### config.mk
export PLATFORM = sky130hd
export DESIGN_NAME = thick_line_pixel_generator_flat
export DESIGN_NICKNAME = d
export VERILOG_FILES = /design/src/hdl/tlpg_pkg.sv /design/src/hdl/tlpg_cmd_if.sv /design/src/hdl/tlpg_pixel_if.sv /design/src/hdl/tlpg_ctrl.sv /design/src/hdl/tlpg_datapath.sv /design/src/hdl/thick_line_pixel_generator.sv /design/src/flat_wrapper.sv
export SDC_FILE = /design/constraint.sdc
export NUM_CORES = 2
export LEC_CHECK = 0
export BUFFER_PORTS_ARGS = -buffer_cell sky130_fd_sc_hd__buf_2
export CAP_MARGIN = 10
export CORE_UTILIZATION = 60
export DETAILED_ROUTE_END_ITERATION = 12
export PLACE_DENSITY_LB_ADDON = 0.15
export SLEW_MARGIN = 20
export SYNTH_ARGS = -nofsm -noshare
export SYNTH_HDL_FRONTEND = slang
export SYNTH_SLANG_ARGS = --single-unit
### constraint.sdc
create_clock -name clk -period 10.3 [get_ports clk]
set_input_delay 0 -clock clk [delete_from_list [all_inputs] [get_ports clk]]
set_output_delay 0 -clock clk [all_outputs]
set_load 0.01 [all_outputs]
### src/hdl/tlpg_pkg.sv
// ============================================================================
// tlpg_pkg - shared definitions for the thick line pixel generator
// Default sizes, command codes and the control/status bundles that join the
// controller and the datapath.
// ============================================================================
`timescale 1ns / 1ps

package tlpg_pkg;

	localparam int COORD_BITS_DEF    = 12;
	localparam int FRAC_BITS_DEF     = 16;
	localparam int MAX_THICKNESS_DEF = 63;
	localparam int THICK_BITS        = 6;
	localparam int COLOR_BITS        = 32;

	// command codes carried in func
	localparam logic FUNC_LOAD = 1'b0;
	localparam logic FUNC_STEP = 1'b1;

	// controller -> datapath
	typedef struct packed {
		logic load;        // latch endpoints, thickness, color
		logic sq_a;        // square |dx|
		logic sq_b;        // square |dy|
		logic sum;         // s = dx^2 + dy^2
		logic perp_clear;  // zero-length line: perpendicular is zero
		logic root_init;   // seed the bit-serial search
		logic root_step;   // one quotient bit
		logic root_sel_y;  // 0: perp_x (m = |dy|), 1: perp_y (m = |dx|)
		logic layer_start; // place the walker at the start of the layer
		logic pix_step;    // emit a pixel and advance
	} tlpg_ctl_t;

	// datapath -> controller
	typedef struct packed {
		logic s_zero;
		logic root_last;
		logic layer_end;
		logic line_end;
	} tlpg_sts_t;

endpackage

### src/hdl/tlpg_cmd_if.sv
// ============================================================================
// tlpg_cmd_if - command channel of the thick line pixel generator
// Valid/ready channel carrying a line load or a pixel request.
// ============================================================================
`timescale 1ns / 1ps

interface tlpg_cmd_if import tlpg_pkg::*; #(
	parameter int COORD_BITS = COORD_BITS_DEF
) ();

	logic                         valid;
	logic                         ready;
	logic                         func;
	logic signed [COORD_BITS-1:0] x_start;
	logic signed [COORD_BITS-1:0] y_start;
	logic signed [COORD_BITS-1:0] x_end;
	logic signed [COORD_BITS-1:0] y_end;
	logic        [THICK_BITS-1:0] thickness;
	logic        [COLOR_BITS-1:0] color;

	modport source (
		output valid, func, x_start, y_start, x_end, y_end, thickness, color,
		input  ready
	);

	modport sink (
		input  valid, func, x_start, y_start, x_end, y_end, thickness, color,
		output ready
	);

endinterface

### src/hdl/tlpg_pixel_if.sv
// ============================================================================
// tlpg_pixel_if - pixel channel of the thick line pixel generator
// Valid/ready channel carrying one emitted pixel.
// ============================================================================
`timescale 1ns / 1ps

interface tlpg_pixel_if import tlpg_pkg::*; #(
	parameter int COORD_BITS = COORD_BITS_DEF
) ();

	logic                       valid;
	logic                       ready;
	logic signed [COORD_BITS:0] pixel_x;
	logic signed [COORD_BITS:0] pixel_y;
	logic      [COLOR_BITS-1:0] pixel_color;
	logic                       last_pixel;

	modport source (
		output valid, pixel_x, pixel_y, pixel_color, last_pixel,
		input  ready
	);

	modport sink (
		input  valid, pixel_x, pixel_y, pixel_color, last_pixel,
		output ready
	);

endinterface

### src/hdl/tlpg_ctrl.sv
// ============================================================================
// tlpg_ctrl - controller of the thick line pixel generator
// Sequences the load setup (squares, two bit-serial root/divide searches,
// layer placement) and runs the pixel handshake with its output valid flag.
// ============================================================================
`timescale 1ns / 1ps

module tlpg_ctrl import tlpg_pkg::*; (
	input  logic      clk,
	input  logic      arst_n,
	input  logic      cmd_valid,
	input  logic      cmd_func,
	output logic      cmd_ready,
	output logic      pix_valid,
	input  logic      pix_ready,
	input  tlpg_sts_t sts,
	output tlpg_ctl_t ctl
);

	typedef enum logic [3:0] {
		ST_IDLE,
		ST_SQ_A,
		ST_SQ_B,
		ST_SUM,
		ST_ROOT_X_INIT,
		ST_ROOT_X,
		ST_ROOT_Y_INIT,
		ST_ROOT_Y,
		ST_LAYER,
		ST_RUN
	} state_t;

	state_t state_q, state_d;
	logic   pix_valid_q;
	logic   slot_free;
	logic   take;

	always_comb begin
		slot_free = !pix_valid_q || pix_ready;
		cmd_ready = ((state_q == ST_IDLE) || (state_q == ST_RUN)) && slot_free;
		take      = cmd_valid && cmd_ready;
		ctl       = '0;
		state_d   = state_q;
		case (state_q)
			ST_IDLE: begin
				// a pixel request with no line is taken and dropped
				if (take && (cmd_func == FUNC_LOAD)) begin
					ctl.load = 1'b1;
					state_d  = ST_SQ_A;
				end
			end
			ST_SQ_A: begin
				ctl.sq_a = 1'b1;
				state_d  = ST_SQ_B;
			end
			ST_SQ_B: begin
				ctl.sq_b = 1'b1;
				state_d  = ST_SUM;
			end
			ST_SUM: begin
				ctl.sum = 1'b1;
				state_d = ST_ROOT_X_INIT;
			end
			ST_ROOT_X_INIT: begin
				if (sts.s_zero) begin
					ctl.perp_clear = 1'b1;
					state_d        = ST_LAYER;
				end else begin
					ctl.root_init = 1'b1;
					state_d       = ST_ROOT_X;
				end
			end
			ST_ROOT_X: begin
				ctl.root_step = 1'b1;
				if (sts.root_last) begin
					state_d = ST_ROOT_Y_INIT;
				end
			end
			ST_ROOT_Y_INIT: begin
				ctl.root_init  = 1'b1;
				ctl.root_sel_y = 1'b1;
				state_d        = ST_ROOT_Y;
			end
			ST_ROOT_Y: begin
				ctl.root_step  = 1'b1;
				ctl.root_sel_y = 1'b1;
				if (sts.root_last) begin
					state_d = ST_LAYER;
				end
			end
			ST_LAYER: begin
				ctl.layer_start = 1'b1;
				state_d         = ST_RUN;
			end
			ST_RUN: begin
				if (take) begin
					if (cmd_func == FUNC_LOAD) begin
						ctl.load = 1'b1;
						state_d  = ST_SQ_A;
					end else begin
						ctl.pix_step = 1'b1;
						if (sts.layer_end) begin
							state_d = sts.line_end ? ST_IDLE : ST_LAYER;
						end
					end
				end
			end
			default: begin
				state_d = ST_IDLE;
			end
		endcase
	end

	always_ff @(posedge clk or negedge arst_n) begin
		if (!arst_n) begin
			state_q     <= ST_IDLE;
			pix_valid_q <= 1'b0;
		end else begin
			state_q <= state_d;
			if (ctl.pix_step) begin
				pix_valid_q <= 1'b1;
			end else if (pix_ready) begin
				pix_valid_q <= 1'b0;
			end
		end
	end

	assign pix_valid = pix_valid_q;

endmodule

### src/hdl/tlpg_datapath.sv
// ============================================================================
// tlpg_datapath - datapath of the thick line pixel generator
// Line registers, shared squarer, bit-serial unit-perpendicular search,
// layer offset and the Bresenham walker with its output register.
// ============================================================================
`timescale 1ns / 1ps

module tlpg_datapath import tlpg_pkg::*; #(
	parameter int COORD_BITS    = COORD_BITS_DEF,
	parameter int FRAC_BITS     = FRAC_BITS_DEF,
	parameter int MAX_THICKNESS = MAX_THICKNESS_DEF
) (
	input  logic                         clk,
	input  tlpg_ctl_t                    ctl,
	output tlpg_sts_t                    sts,
	input  logic signed [COORD_BITS-1:0] x_start,
	input  logic signed [COORD_BITS-1:0] y_start,
	input  logic signed [COORD_BITS-1:0] x_end,
	input  logic signed [COORD_BITS-1:0] y_end,
	input  logic        [THICK_BITS-1:0] thickness,
	input  logic        [COLOR_BITS-1:0] color,
	output logic signed   [COORD_BITS:0] pixel_x,
	output logic signed   [COORD_BITS:0] pixel_y,
	output logic        [COLOR_BITS-1:0] pixel_color,
	output logic                         last_pixel
);

	localparam int CW       = COORD_BITS;
	localparam int DW       = CW + 1;                    // deltas and output coords
	localparam int SQW      = 2 * CW;                    // one square
	localparam int SW       = 2 * CW + 1;                // sum of squares
	localparam int RW       = 2 * CW + 2 * FRAC_BITS + 8; // search residue
	localparam int QW       = FRAC_BITS + 1;             // magnitude, up to 1.0
	localparam int PW       = FRAC_BITS + 2;             // signed perpendicular
	localparam int HALF_MAX = MAX_THICKNESS / 2;
	localparam int HTW      = (HALF_MAX > 0) ? $clog2(HALF_MAX + 1) : 1;
	localparam int LW       = HTW + 1;                   // signed layer index
	localparam int MW       = PW + LW;                   // perp * layer
	localparam int RSH_S    = 2 * FRAC_BITS + 2;
	localparam int RSH_P    = FRAC_BITS + 2;

	// line registers
	logic signed [CW-1:0]  base_x_q, base_y_q;
	logic signed [DW-1:0]  delta_x_q, delta_y_q;
	logic        [HTW-1:0] half_q;
	logic signed [LW-1:0]  layer_q;
	logic [COLOR_BITS-1:0] color_q;
	logic signed [PW-1:0]  perp_x_q, perp_y_q;

	// setup
	logic [SQW-1:0]       sqa_q, sqb_q;
	logic [SW-1:0]        s_q;
	logic signed [RW-1:0] r_q, a_q, b_q;
	logic [QW-1:0]        q_q, mask_q;

	// walker
	logic signed [DW-1:0] cur_x_q, cur_y_q;
	logic [CW-1:0]        err_q, step_q;

	// output register
	logic signed [DW-1:0]  pix_x_q, pix_y_q;
	logic [COLOR_BITS-1:0] pix_color_q;
	logic                  pix_last_q;

	// combinational
	logic [HTW-1:0]       half_d;
	logic [DW-1:0]        ndx, ndy;
	logic [CW-1:0]        adx, ady, major, minor, mul_in;
	logic [SQW-1:0]       sq_prod, m2;
	logic                 x_major;
	logic signed [RW-1:0] r_try;
	logic                 take;
	logic [QW-1:0]        q_new;
	logic [CW:0]          err_sum;
	logic                 err_hit;
	logic [CW:0]          err_next;
	logic                 layer_end, line_end;
	logic signed [DW-1:0] step_x, step_y;

	// (p * i) >> FRAC_BITS, truncated toward zero
	function automatic logic signed [DW-1:0] offset_of(
		input logic signed [PW-1:0] p,
		input logic signed [LW-1:0] i
	);
		logic signed [MW-1:0] prod;
		logic        [MW-1:0] mag;
		logic        [MW-1:0] shr;
		logic signed [MW-1:0] off;
		prod = MW'(p) * MW'(i);
		mag  = prod[MW-1] ? MW'(-prod) : MW'(prod);
		shr  = mag >> FRAC_BITS;
		off  = prod[MW-1] ? -$signed(shr) : $signed(shr);
		return DW'(off);
	endfunction

	always_comb begin
		int unsigned tsat;
		tsat = 32'(thickness);
		if (tsat > 32'(MAX_THICKNESS)) begin
			tsat = 32'(MAX_THICKNESS);
		end
		half_d = HTW'(tsat >> 1);
	end

	assign ndx = -delta_x_q;
	assign ndy = -delta_y_q;
	assign adx = delta_x_q[DW-1] ? ndx[CW-1:0] : delta_x_q[CW-1:0];
	assign ady = delta_y_q[DW-1] ? ndy[CW-1:0] : delta_y_q[CW-1:0];

	// shared squarer
	assign mul_in  = ctl.sq_b ? ady : adx;
	assign sq_prod = SQW'(mul_in) * SQW'(mul_in);

	// search step: accept the bit if (2c-1)^2 * s stays within m^2 * 4^(F+1)
	assign m2    = ctl.root_sel_y ? sqa_q : sqb_q;
	assign r_try = r_q - a_q - b_q;
	assign take  = !r_try[RW-1] && !q_q[QW-1];
	assign q_new = take ? (q_q | mask_q) : q_q;

	// Bresenham
	assign x_major   = adx > ady;
	assign major     = x_major ? adx : ady;
	assign minor     = x_major ? ady : adx;
	assign layer_end = step_q == major;
	assign line_end  = layer_q == $signed({1'b0, half_q});
	assign err_sum   = (CW + 1)'(err_q) + (CW + 1)'(minor);
	assign err_hit   = err_sum >= (CW + 1)'(major);
	assign err_next  = err_hit ? (err_sum - (CW + 1)'(major)) : err_sum;
	assign step_x    = (!delta_x_q[DW-1] && (delta_x_q != '0)) ? DW'(1) : -DW'(1);
	assign step_y    = (!delta_y_q[DW-1] && (delta_y_q != '0)) ? DW'(1) : -DW'(1);

	always_comb begin
		sts.s_zero    = s_q == '0;
		sts.root_last = mask_q[0];
		sts.layer_end = layer_end;
		sts.line_end  = line_end;
	end

	always_ff @(posedge clk) begin
		if (ctl.load) begin
			base_x_q  <= x_start;
			base_y_q  <= y_start;
			delta_x_q <= $signed({x_end[CW-1], x_end}) - $signed({x_start[CW-1], x_start});
			delta_y_q <= $signed({y_end[CW-1], y_end}) - $signed({y_start[CW-1], y_start});
			half_q    <= half_d;
			layer_q   <= LW'(0) - $signed({1'b0, half_d});
			color_q   <= color;
		end

		if (ctl.sq_a) begin
			sqa_q <= sq_prod;
		end
		if (ctl.sq_b) begin
			sqb_q <= sq_prod;
		end
		if (ctl.sum) begin
			s_q <= SW'(sqa_q) + SW'(sqb_q);
		end

		if (ctl.perp_clear) begin
			perp_x_q <= '0;
			perp_y_q <= '0;
		end

		if (ctl.root_init) begin
			r_q    <= (RW'(m2) << RSH_S) - RW'(s_q);
			a_q    <= -(RW'(s_q) << RSH_P);
			b_q    <= RW'(s_q) << RSH_S;
			q_q    <= '0;
			mask_q <= {1'b1, {FRAC_BITS{1'b0}}};
		end else if (ctl.root_step) begin
			if (take) begin
				r_q <= r_try;
			end
			a_q    <= (a_q >>> 1) + (take ? b_q : RW'(0));
			b_q    <= b_q >>> 2;
			q_q    <= q_new;
			mask_q <= mask_q >> 1;
			if (mask_q[0]) begin
				if (ctl.root_sel_y) begin
					perp_y_q <= delta_x_q[DW-1] ? -$signed(PW'(q_new)) : $signed(PW'(q_new));
				end else begin
					perp_x_q <= (!delta_y_q[DW-1] && (delta_y_q != '0)) ?
						-$signed(PW'(q_new)) : $signed(PW'(q_new));
				end
			end
		end

		if (ctl.layer_start) begin
			cur_x_q <= DW'(base_x_q) + offset_of(perp_x_q, layer_q);
			cur_y_q <= DW'(base_y_q) + offset_of(perp_y_q, layer_q);
			err_q   <= '0;
			step_q  <= '0;
		end else if (ctl.pix_step) begin
			pix_x_q     <= cur_x_q;
			pix_y_q     <= cur_y_q;
			pix_color_q <= color_q;
			pix_last_q  <= layer_end && line_end;
			if (layer_end) begin
				if (!line_end) begin
					layer_q <= layer_q + LW'(1);
				end
			end else begin
				err_q  <= err_next[CW-1:0];
				step_q <= step_q + CW'(1);
				if (x_major) begin
					cur_x_q <= cur_x_q + step_x;
					if (err_hit) begin
						cur_y_q <= cur_y_q + step_y;
					end
				end else begin
					cur_y_q <= cur_y_q + step_y;
					if (err_hit) begin
						cur_x_q <= cur_x_q + step_x;
					end
				end
			end
		end
	end

	assign pixel_x     = pix_x_q;
	assign pixel_y     = pix_y_q;
	assign pixel_color = pix_color_q;
	assign last_pixel  = pix_last_q;

endmodule

### src/hdl/thick_line_pixel_generator.sv
// ============================================================================
// thick_line_pixel_generator - thick line rasterizer, one pixel per request
// A load transaction (func = 0) latches two endpoints, a thickness (clamped
// to MAX_THICKNESS) and a color, and replaces any line in progress. The block
// then forms the unit perpendicular (-dy/len, dx/len) as signed Q1.FRAC_BITS
// values rounded to nearest, with a bit-serial root-and-divide search that
// resolves one quotient bit per cycle, first for x and then for y. A load
// holds cmd.ready low through the squares, the sum, both searches and the
// layer placement (a zero-length line skips the searches). The line is drawn
// as layers -(t/2) .. t/2, each a Bresenham walk of max(|dx|,|dy|)+1 pixels
// from the first endpoint shifted by perp*layer (truncated toward zero).
// Each request transaction (func = 1) yields exactly one pixel transaction;
// within a layer requests are taken every cycle unless the pixel output
// stalls, and each new layer passes through a placement state for the offset
// multiply. last_pixel marks the final pixel of the final layer, after which
// the block goes idle; requests with no line in progress are taken and
// produce nothing. The pixel output is registered, so a request is taken
// while the previous pixel waits if that pixel is taken in the same cycle.
// ============================================================================
`timescale 1ns / 1ps

module thick_line_pixel_generator import tlpg_pkg::*; #(
	parameter int COORD_BITS    = COORD_BITS_DEF,
	parameter int FRAC_BITS     = FRAC_BITS_DEF,
	parameter int MAX_THICKNESS = MAX_THICKNESS_DEF
) (
	input logic         clk,
	input logic         arst_n,
	tlpg_cmd_if.sink    cmd,
	tlpg_pixel_if.source pixel
);

	tlpg_ctl_t ctl;   // controller commands
	tlpg_sts_t sts;   // datapath status

	// Controller: setup sequence, line/idle state and the pixel valid flag.
	tlpg_ctrl u_ctrl (
		.clk       (clk),
		.arst_n    (arst_n),
		.cmd_valid (cmd.valid),
		.cmd_func  (cmd.func),
		.cmd_ready (cmd.ready),
		.pix_valid (pixel.valid),
		.pix_ready (pixel.ready),
		.sts       (sts),
		.ctl       (ctl)
	);

	// Datapath: line registers, squarer, perpendicular search, walker and
	// the pixel payload register.
	tlpg_datapath #(
		.COORD_BITS    (COORD_BITS),
		.FRAC_BITS     (FRAC_BITS),
		.MAX_THICKNESS (MAX_THICKNESS)
	) u_datapath (
		.clk         (clk),
		.ctl         (ctl),
		.sts         (sts),
		.x_start     (cmd.x_start),
		.y_start     (cmd.y_start),
		.x_end       (cmd.x_end),
		.y_end       (cmd.y_end),
		.thickness   (cmd.thickness),
		.color       (cmd.color),
		.pixel_x     (pixel.pixel_x),
		.pixel_y     (pixel.pixel_y),
		.pixel_color (pixel.pixel_color),
		.last_pixel  (pixel.last_pixel)
	);

`ifndef SYNTH
	// a new pixel never overwrites one that has not been taken
	a_no_overwrite: assert property (@(posedge clk) disable iff (!arst_n)
		ctl.pix_step |-> (!pixel.valid || pixel.ready))
		else $error("pixel register overwritten while holding a pixel");

	// a load always starts the setup sequence, which blocks the command side
	a_load_blocks: assert property (@(posedge clk) disable iff (!arst_n)
		(cmd.valid && cmd.ready && (cmd.func == FUNC_LOAD)) |=> !cmd.ready)
		else $error("command taken right after a load transaction");

	// every new pixel comes from a request transaction in the cycle before
	a_pixel_cause: assert property (@(posedge clk) disable iff (!arst_n)
		$rose(pixel.valid) |-> $past(cmd.valid && cmd.ready && (cmd.func == FUNC_STEP)))
		else $error("pixel emitted without a request transaction");

	// setup commands never overlap pixel emission
	a_setup_excl: assert property (@(posedge clk) disable iff (!arst_n)
		(ctl.root_init || ctl.root_step || ctl.layer_start) |-> !ctl.pix_step && !cmd.ready)
		else $error("pixel request taken during setup");
`endif

endmodule
### src/flat_wrapper.sv
// flat-port wrapper written by rule: the top's interface ports become plain ports
module thick_line_pixel_generator_flat import tlpg_pkg::*;
#(
	parameter int COORD_BITS    = COORD_BITS_DEF,
	parameter int FRAC_BITS     = FRAC_BITS_DEF,
	parameter int MAX_THICKNESS = MAX_THICKNESS_DEF
)
  (clk, arst_n, cmd_valid, cmd_func, cmd_x_start, cmd_y_start, cmd_x_end, cmd_y_end, cmd_thickness, cmd_color, cmd_ready, pixel_valid, pixel_pixel_x, pixel_pixel_y, pixel_pixel_color, pixel_last_pixel, pixel_ready);
  tlpg_cmd_if #(.COORD_BITS(COORD_BITS)) cmd_i ();
  tlpg_pixel_if #(.COORD_BITS(COORD_BITS)) pixel_i ();
  input logic clk;
  input logic arst_n;
  input wire logic [$bits(cmd_i.valid)-1:0] cmd_valid;
  input wire logic [$bits(cmd_i.func)-1:0] cmd_func;
  input wire logic [$bits(cmd_i.x_start)-1:0] cmd_x_start;
  input wire logic [$bits(cmd_i.y_start)-1:0] cmd_y_start;
  input wire logic [$bits(cmd_i.x_end)-1:0] cmd_x_end;
  input wire logic [$bits(cmd_i.y_end)-1:0] cmd_y_end;
  input wire logic [$bits(cmd_i.thickness)-1:0] cmd_thickness;
  input wire logic [$bits(cmd_i.color)-1:0] cmd_color;
  output wire logic [$bits(cmd_i.ready)-1:0] cmd_ready;
  output wire logic [$bits(pixel_i.valid)-1:0] pixel_valid;
  output wire logic [$bits(pixel_i.pixel_x)-1:0] pixel_pixel_x;
  output wire logic [$bits(pixel_i.pixel_y)-1:0] pixel_pixel_y;
  output wire logic [$bits(pixel_i.pixel_color)-1:0] pixel_pixel_color;
  output wire logic [$bits(pixel_i.last_pixel)-1:0] pixel_last_pixel;
  input wire logic [$bits(pixel_i.ready)-1:0] pixel_ready;
  assign cmd_i.valid = cmd_valid;
  assign cmd_i.func = cmd_func;
  assign cmd_i.x_start = cmd_x_start;
  assign cmd_i.y_start = cmd_y_start;
  assign cmd_i.x_end = cmd_x_end;
  assign cmd_i.y_end = cmd_y_end;
  assign cmd_i.thickness = cmd_thickness;
  assign cmd_i.color = cmd_color;
  assign cmd_ready = cmd_i.ready;
  assign pixel_valid = pixel_i.valid;
  assign pixel_pixel_x = pixel_i.pixel_x;
  assign pixel_pixel_y = pixel_i.pixel_y;
  assign pixel_pixel_color = pixel_i.pixel_color;
  assign pixel_last_pixel = pixel_i.last_pixel;
  assign pixel_i.ready = pixel_ready;
  thick_line_pixel_generator #(.COORD_BITS(COORD_BITS), .FRAC_BITS(FRAC_BITS), .MAX_THICKNESS(MAX_THICKNESS)) u_core (.clk(clk), .arst_n(arst_n), .cmd(cmd_i), .pixel(pixel_i));
endmodule
==> run summary <==
status -> finished, final reports clean
CP Capture Type -> register
post-synthesis instance area -> 0.0464 mm²
Routed Antenna Nets -> 0
remaining global-route overflow -> 0
Port Buffers -> 150
final-stage net count -> 5897
DRT Wirelength -> 117000 µm
synthesized flop and latch total -> 535
synthesized net count -> 5701
Rows -> 101
die area -> 0.0784 mm²
Wirelength per Cell -> 19.0 µm
prevailing post-synth register cell -> edfxtp_1
clock latency on the worst-skew pair -> 0.67 ns
Critical Path Fanout Max -> 9
HPWL after DPL -> 88200 µm
Final period util -> 0.914
post-CTS setup buffers -> 0
setup TNS -> 0 ns
CTS root buffer -> clkbuf_16
Die Y -> 280 µm
cell family with most CP delay -> adder cells
First-pass DRT Iterations -> 8
Hold Fails Final Rpt -> 0
worst slew pin tran -> 1.10 ns
drt via density -> 5.93
async set-reset flop share out of synthesis -> 0.00935
gr usage total -> 0.302
initial antenna violation count -> 7
sequential element share of the synthesized area -> 0.317
Buf/Inv on CP -> 4
Critical Path RT -> 10.70 ns
final setup violation count -> 0
Max-cap violations -> 0
Rel. slew slack -> 0.267
Fmax achieved -> 106 MHz
Cell variety after synth -> 101
TritonCTS Buffers -> 60
unrepaired setup endpoints after global routing -> no
DRC Markers -> 0
Area Growth Syn to Fin -> 10.6%
Slew Limit Fails -> 0
largest net degree at the start of global routing -> 84
slowest cell delay on critical path -> 0.72 ns
die width -> 280 µm
Vias -> 36600
Mapped Cells -> 4900
Ys Warns -> 0
H-tree depth -> 2
HP Class -> in -> reg
critical path startpoint category -> register
clock sink count -> 535
Ports -> 152
RD Place Congestion -> 0.972
post-route minimum period -> 9.42 ns
fraction of layout cells with a size suffix above 1 -> 0.0717
Starting Density -> 0.608
CP max-delay cell -> nor4_1
TritonCTS clock tree -> done
Starting DRT DRC Count -> 3000
number of synthesized flops with an enable pin -> 396
Arrival @ worst endpoint -> 9.81 ns
Reg clk slew, reported paths -> 0.07 ns
clk_skew -> 0.0388 ns
vias in the first global route -> 35900
number of inserted diodes -> 0
Crit Path Class -> reg -> reg
first-pass GRT wire length -> 190000 µm
Core Footprint -> 0.0762 mm²
Mean Syn Cell Area -> 9.46 µm²
Post-CTS Resized -> 0
CTS max path bufs -> 3
==> through the flow <==
step	util	hold WS, ns	std cells	setup WS [ns]	cell area, µm²
finish	0.673	0.0435	6175	0.884	51300
global route	0.673	0.0290	6175	0.299	51300
CTS	0.673	0.0111	6174	0.943	51200
detailed placement	0.633	-0.156	5965	0.956	48200
global placement	0.633	-0.159	5965	1.01	48200
floorplan	-	-0.296	4900	1.56	46400
==> repair_timing <==
item,4_1_cts,5_1_grt
hold buffers,98,0
endpoints found under the setup margin,0,0
endpoints found under the hold margin,101,0
==> layout make-up <==
class | count | area (µm²)
clock inverters | 37 | 395
flip-flops and latches | 535 | 14700
well taps | 1030 | 1290
clock buffers | 74 | 1650
multi-input cells | 3785 | 29600
repair buffers | 297 | 2120
fillers | 6151 | 24900
inverters | 417 | 1570
==> per-layer routing <==
metal | vias up | track usage | wire length [µm]
met3 | 189 | 0.0398 | 7870
met2 | 1067 | 0.478 | 53600
met4 | 4 | 0.0862 | 3310
met5 | - | 0 | 27
li1 | 17500 | - | -
met1 | 17800 | 0.434 | 52700
==> cells by family (layout without fill, tap and decap cells) <==
group	after synthesis	after routing	synth area share
adder cells (fa/ha/maj)	710	710	0.240
multiplexers	50	50	0.0110
AO/OA/AOI/OAI	1132	1132	0.154
flip-flops	535	535	0.317
XOR/XNOR	400	400	0.0756
AND/OR/NAND/NOR	1493	1493	0.156
buffers and inverters	580	825	0.0474
==> cells in the mapped netlist, drive strengths merged (9+ instances only) <==
master | count | share of area
a2111oi | 14 | 0.0032
a211oi | 41 | 0.0067
a21boi | 18 | 0.0029
a21o | 131 | 0.021
a21oi | 325 | 0.035
a22o | 17 | 0.0032
a31oi | 34 | 0.0047
and2 | 178 | 0.024
and3 | 33 | 0.0045
and4 | 9 | 0.0017
buf | 25 | 0.0024
clkbuf | 138 | 0.011
dfxtp | 134 | 0.058
edfxtp | 396 | 0.26
fa | 296 | 0.13
ha | 414 | 0.11
inv | 417 | 0.034
mux2i | 46 | 0.0099
nand2 | 394 | 0.032
nand2b | 49 | 0.0068
nand3 | 121 | 0.013
nand4 | 42 | 0.0057
nor2 | 422 | 0.034
nor2b | 51 | 0.0069
nor3 | 80 | 0.0087
nor4 | 25 | 0.0040
o211ai | 12 | 0.0022
o21a | 31 | 0.0050
o21ai | 331 | 0.036
o21bai | 39 | 0.0063
o31a | 9 | 0.0017
o31ai | 28 | 0.0051
o41ai | 15 | 0.0028
or2 | 17 | 0.0023
or3 | 30 | 0.0043
or4 | 20 | 0.0033
xnor2 | 242 | 0.046
xor2 | 158 | 0.030
==> state kept, by name, indices dropped and copies added (netlist names), 5 cells and up <==
signal and flops:
u_core.u_datapath.step_q 12, u_core.u_datapath.half_q 5, u_core.u_datapath.pixel_y 13, u_core.u_datapath.delta_x_q 13, u_core.u_datapath.sqa_q 23, u_core.u_datapath.base_y_q 12, u_core.u_datapath.cur_y_q 13, u_core.u_datapath.err_q 12
u_core.u_datapath.delta_y_q 13, u_core.u_datapath.layer_q 6, u_core.u_datapath.sqb_q 23, u_core.u_datapath.s_q 25, u_core.u_datapath.pixel_x 13, u_core.u_datapath.pixel_color 32, u_core.u_datapath.base_x_q 12, u_core.u_datapath.b_q 59
u_core.u_datapath.a_q 64, u_core.u_datapath.perp_y_q 18, u_core.u_datapath.perp_x_q 18, u_core.u_datapath.q_q 17, u_core.u_datapath.r_q 64, u_core.u_datapath.mask_q 17, u_core.u_datapath.color_q 32, u_core.u_datapath.cur_x_q 13
==> final timing paths <==
path	end	depth (start not counted)	slack [ns]	start
min	u_core.u_datapath.color_q[12]	2	0.04	cmd_color[12]
max reg2reg	u_core.u_datapath.cur_x_q[12]	37	0.88	u_core.u_datapath.perp_x_q[3]
min in group asynchronous	u_core.u_ctrl.state_q[1]	3	0.36	arst_n
max in group asynchronous	u_core.u_ctrl.state_q[0]	3	9.65	arst_n
min reg2reg	u_core.u_datapath.pixel_color[5]	0	0.42	u_core.u_datapath.color_q[5]
max	u_core.u_datapath.cur_x_q[12]	37	0.88	u_core.u_datapath.perp_x_q[3]
==> cells in the final DEF, fill, tap and decap left out, drive strengths merged, types with 199 or more instances in the layout <==
cell and count:
nor2 422, inv 419, ha 414, edfxtp 396, nand2 394, o21ai 331, a21oi 325, fa 296
xnor2 242, buf 199
Power is left out: the tool's default activity adds up to more than one toggle a clock period on the data nets, which glitch-free logic cannot reach.
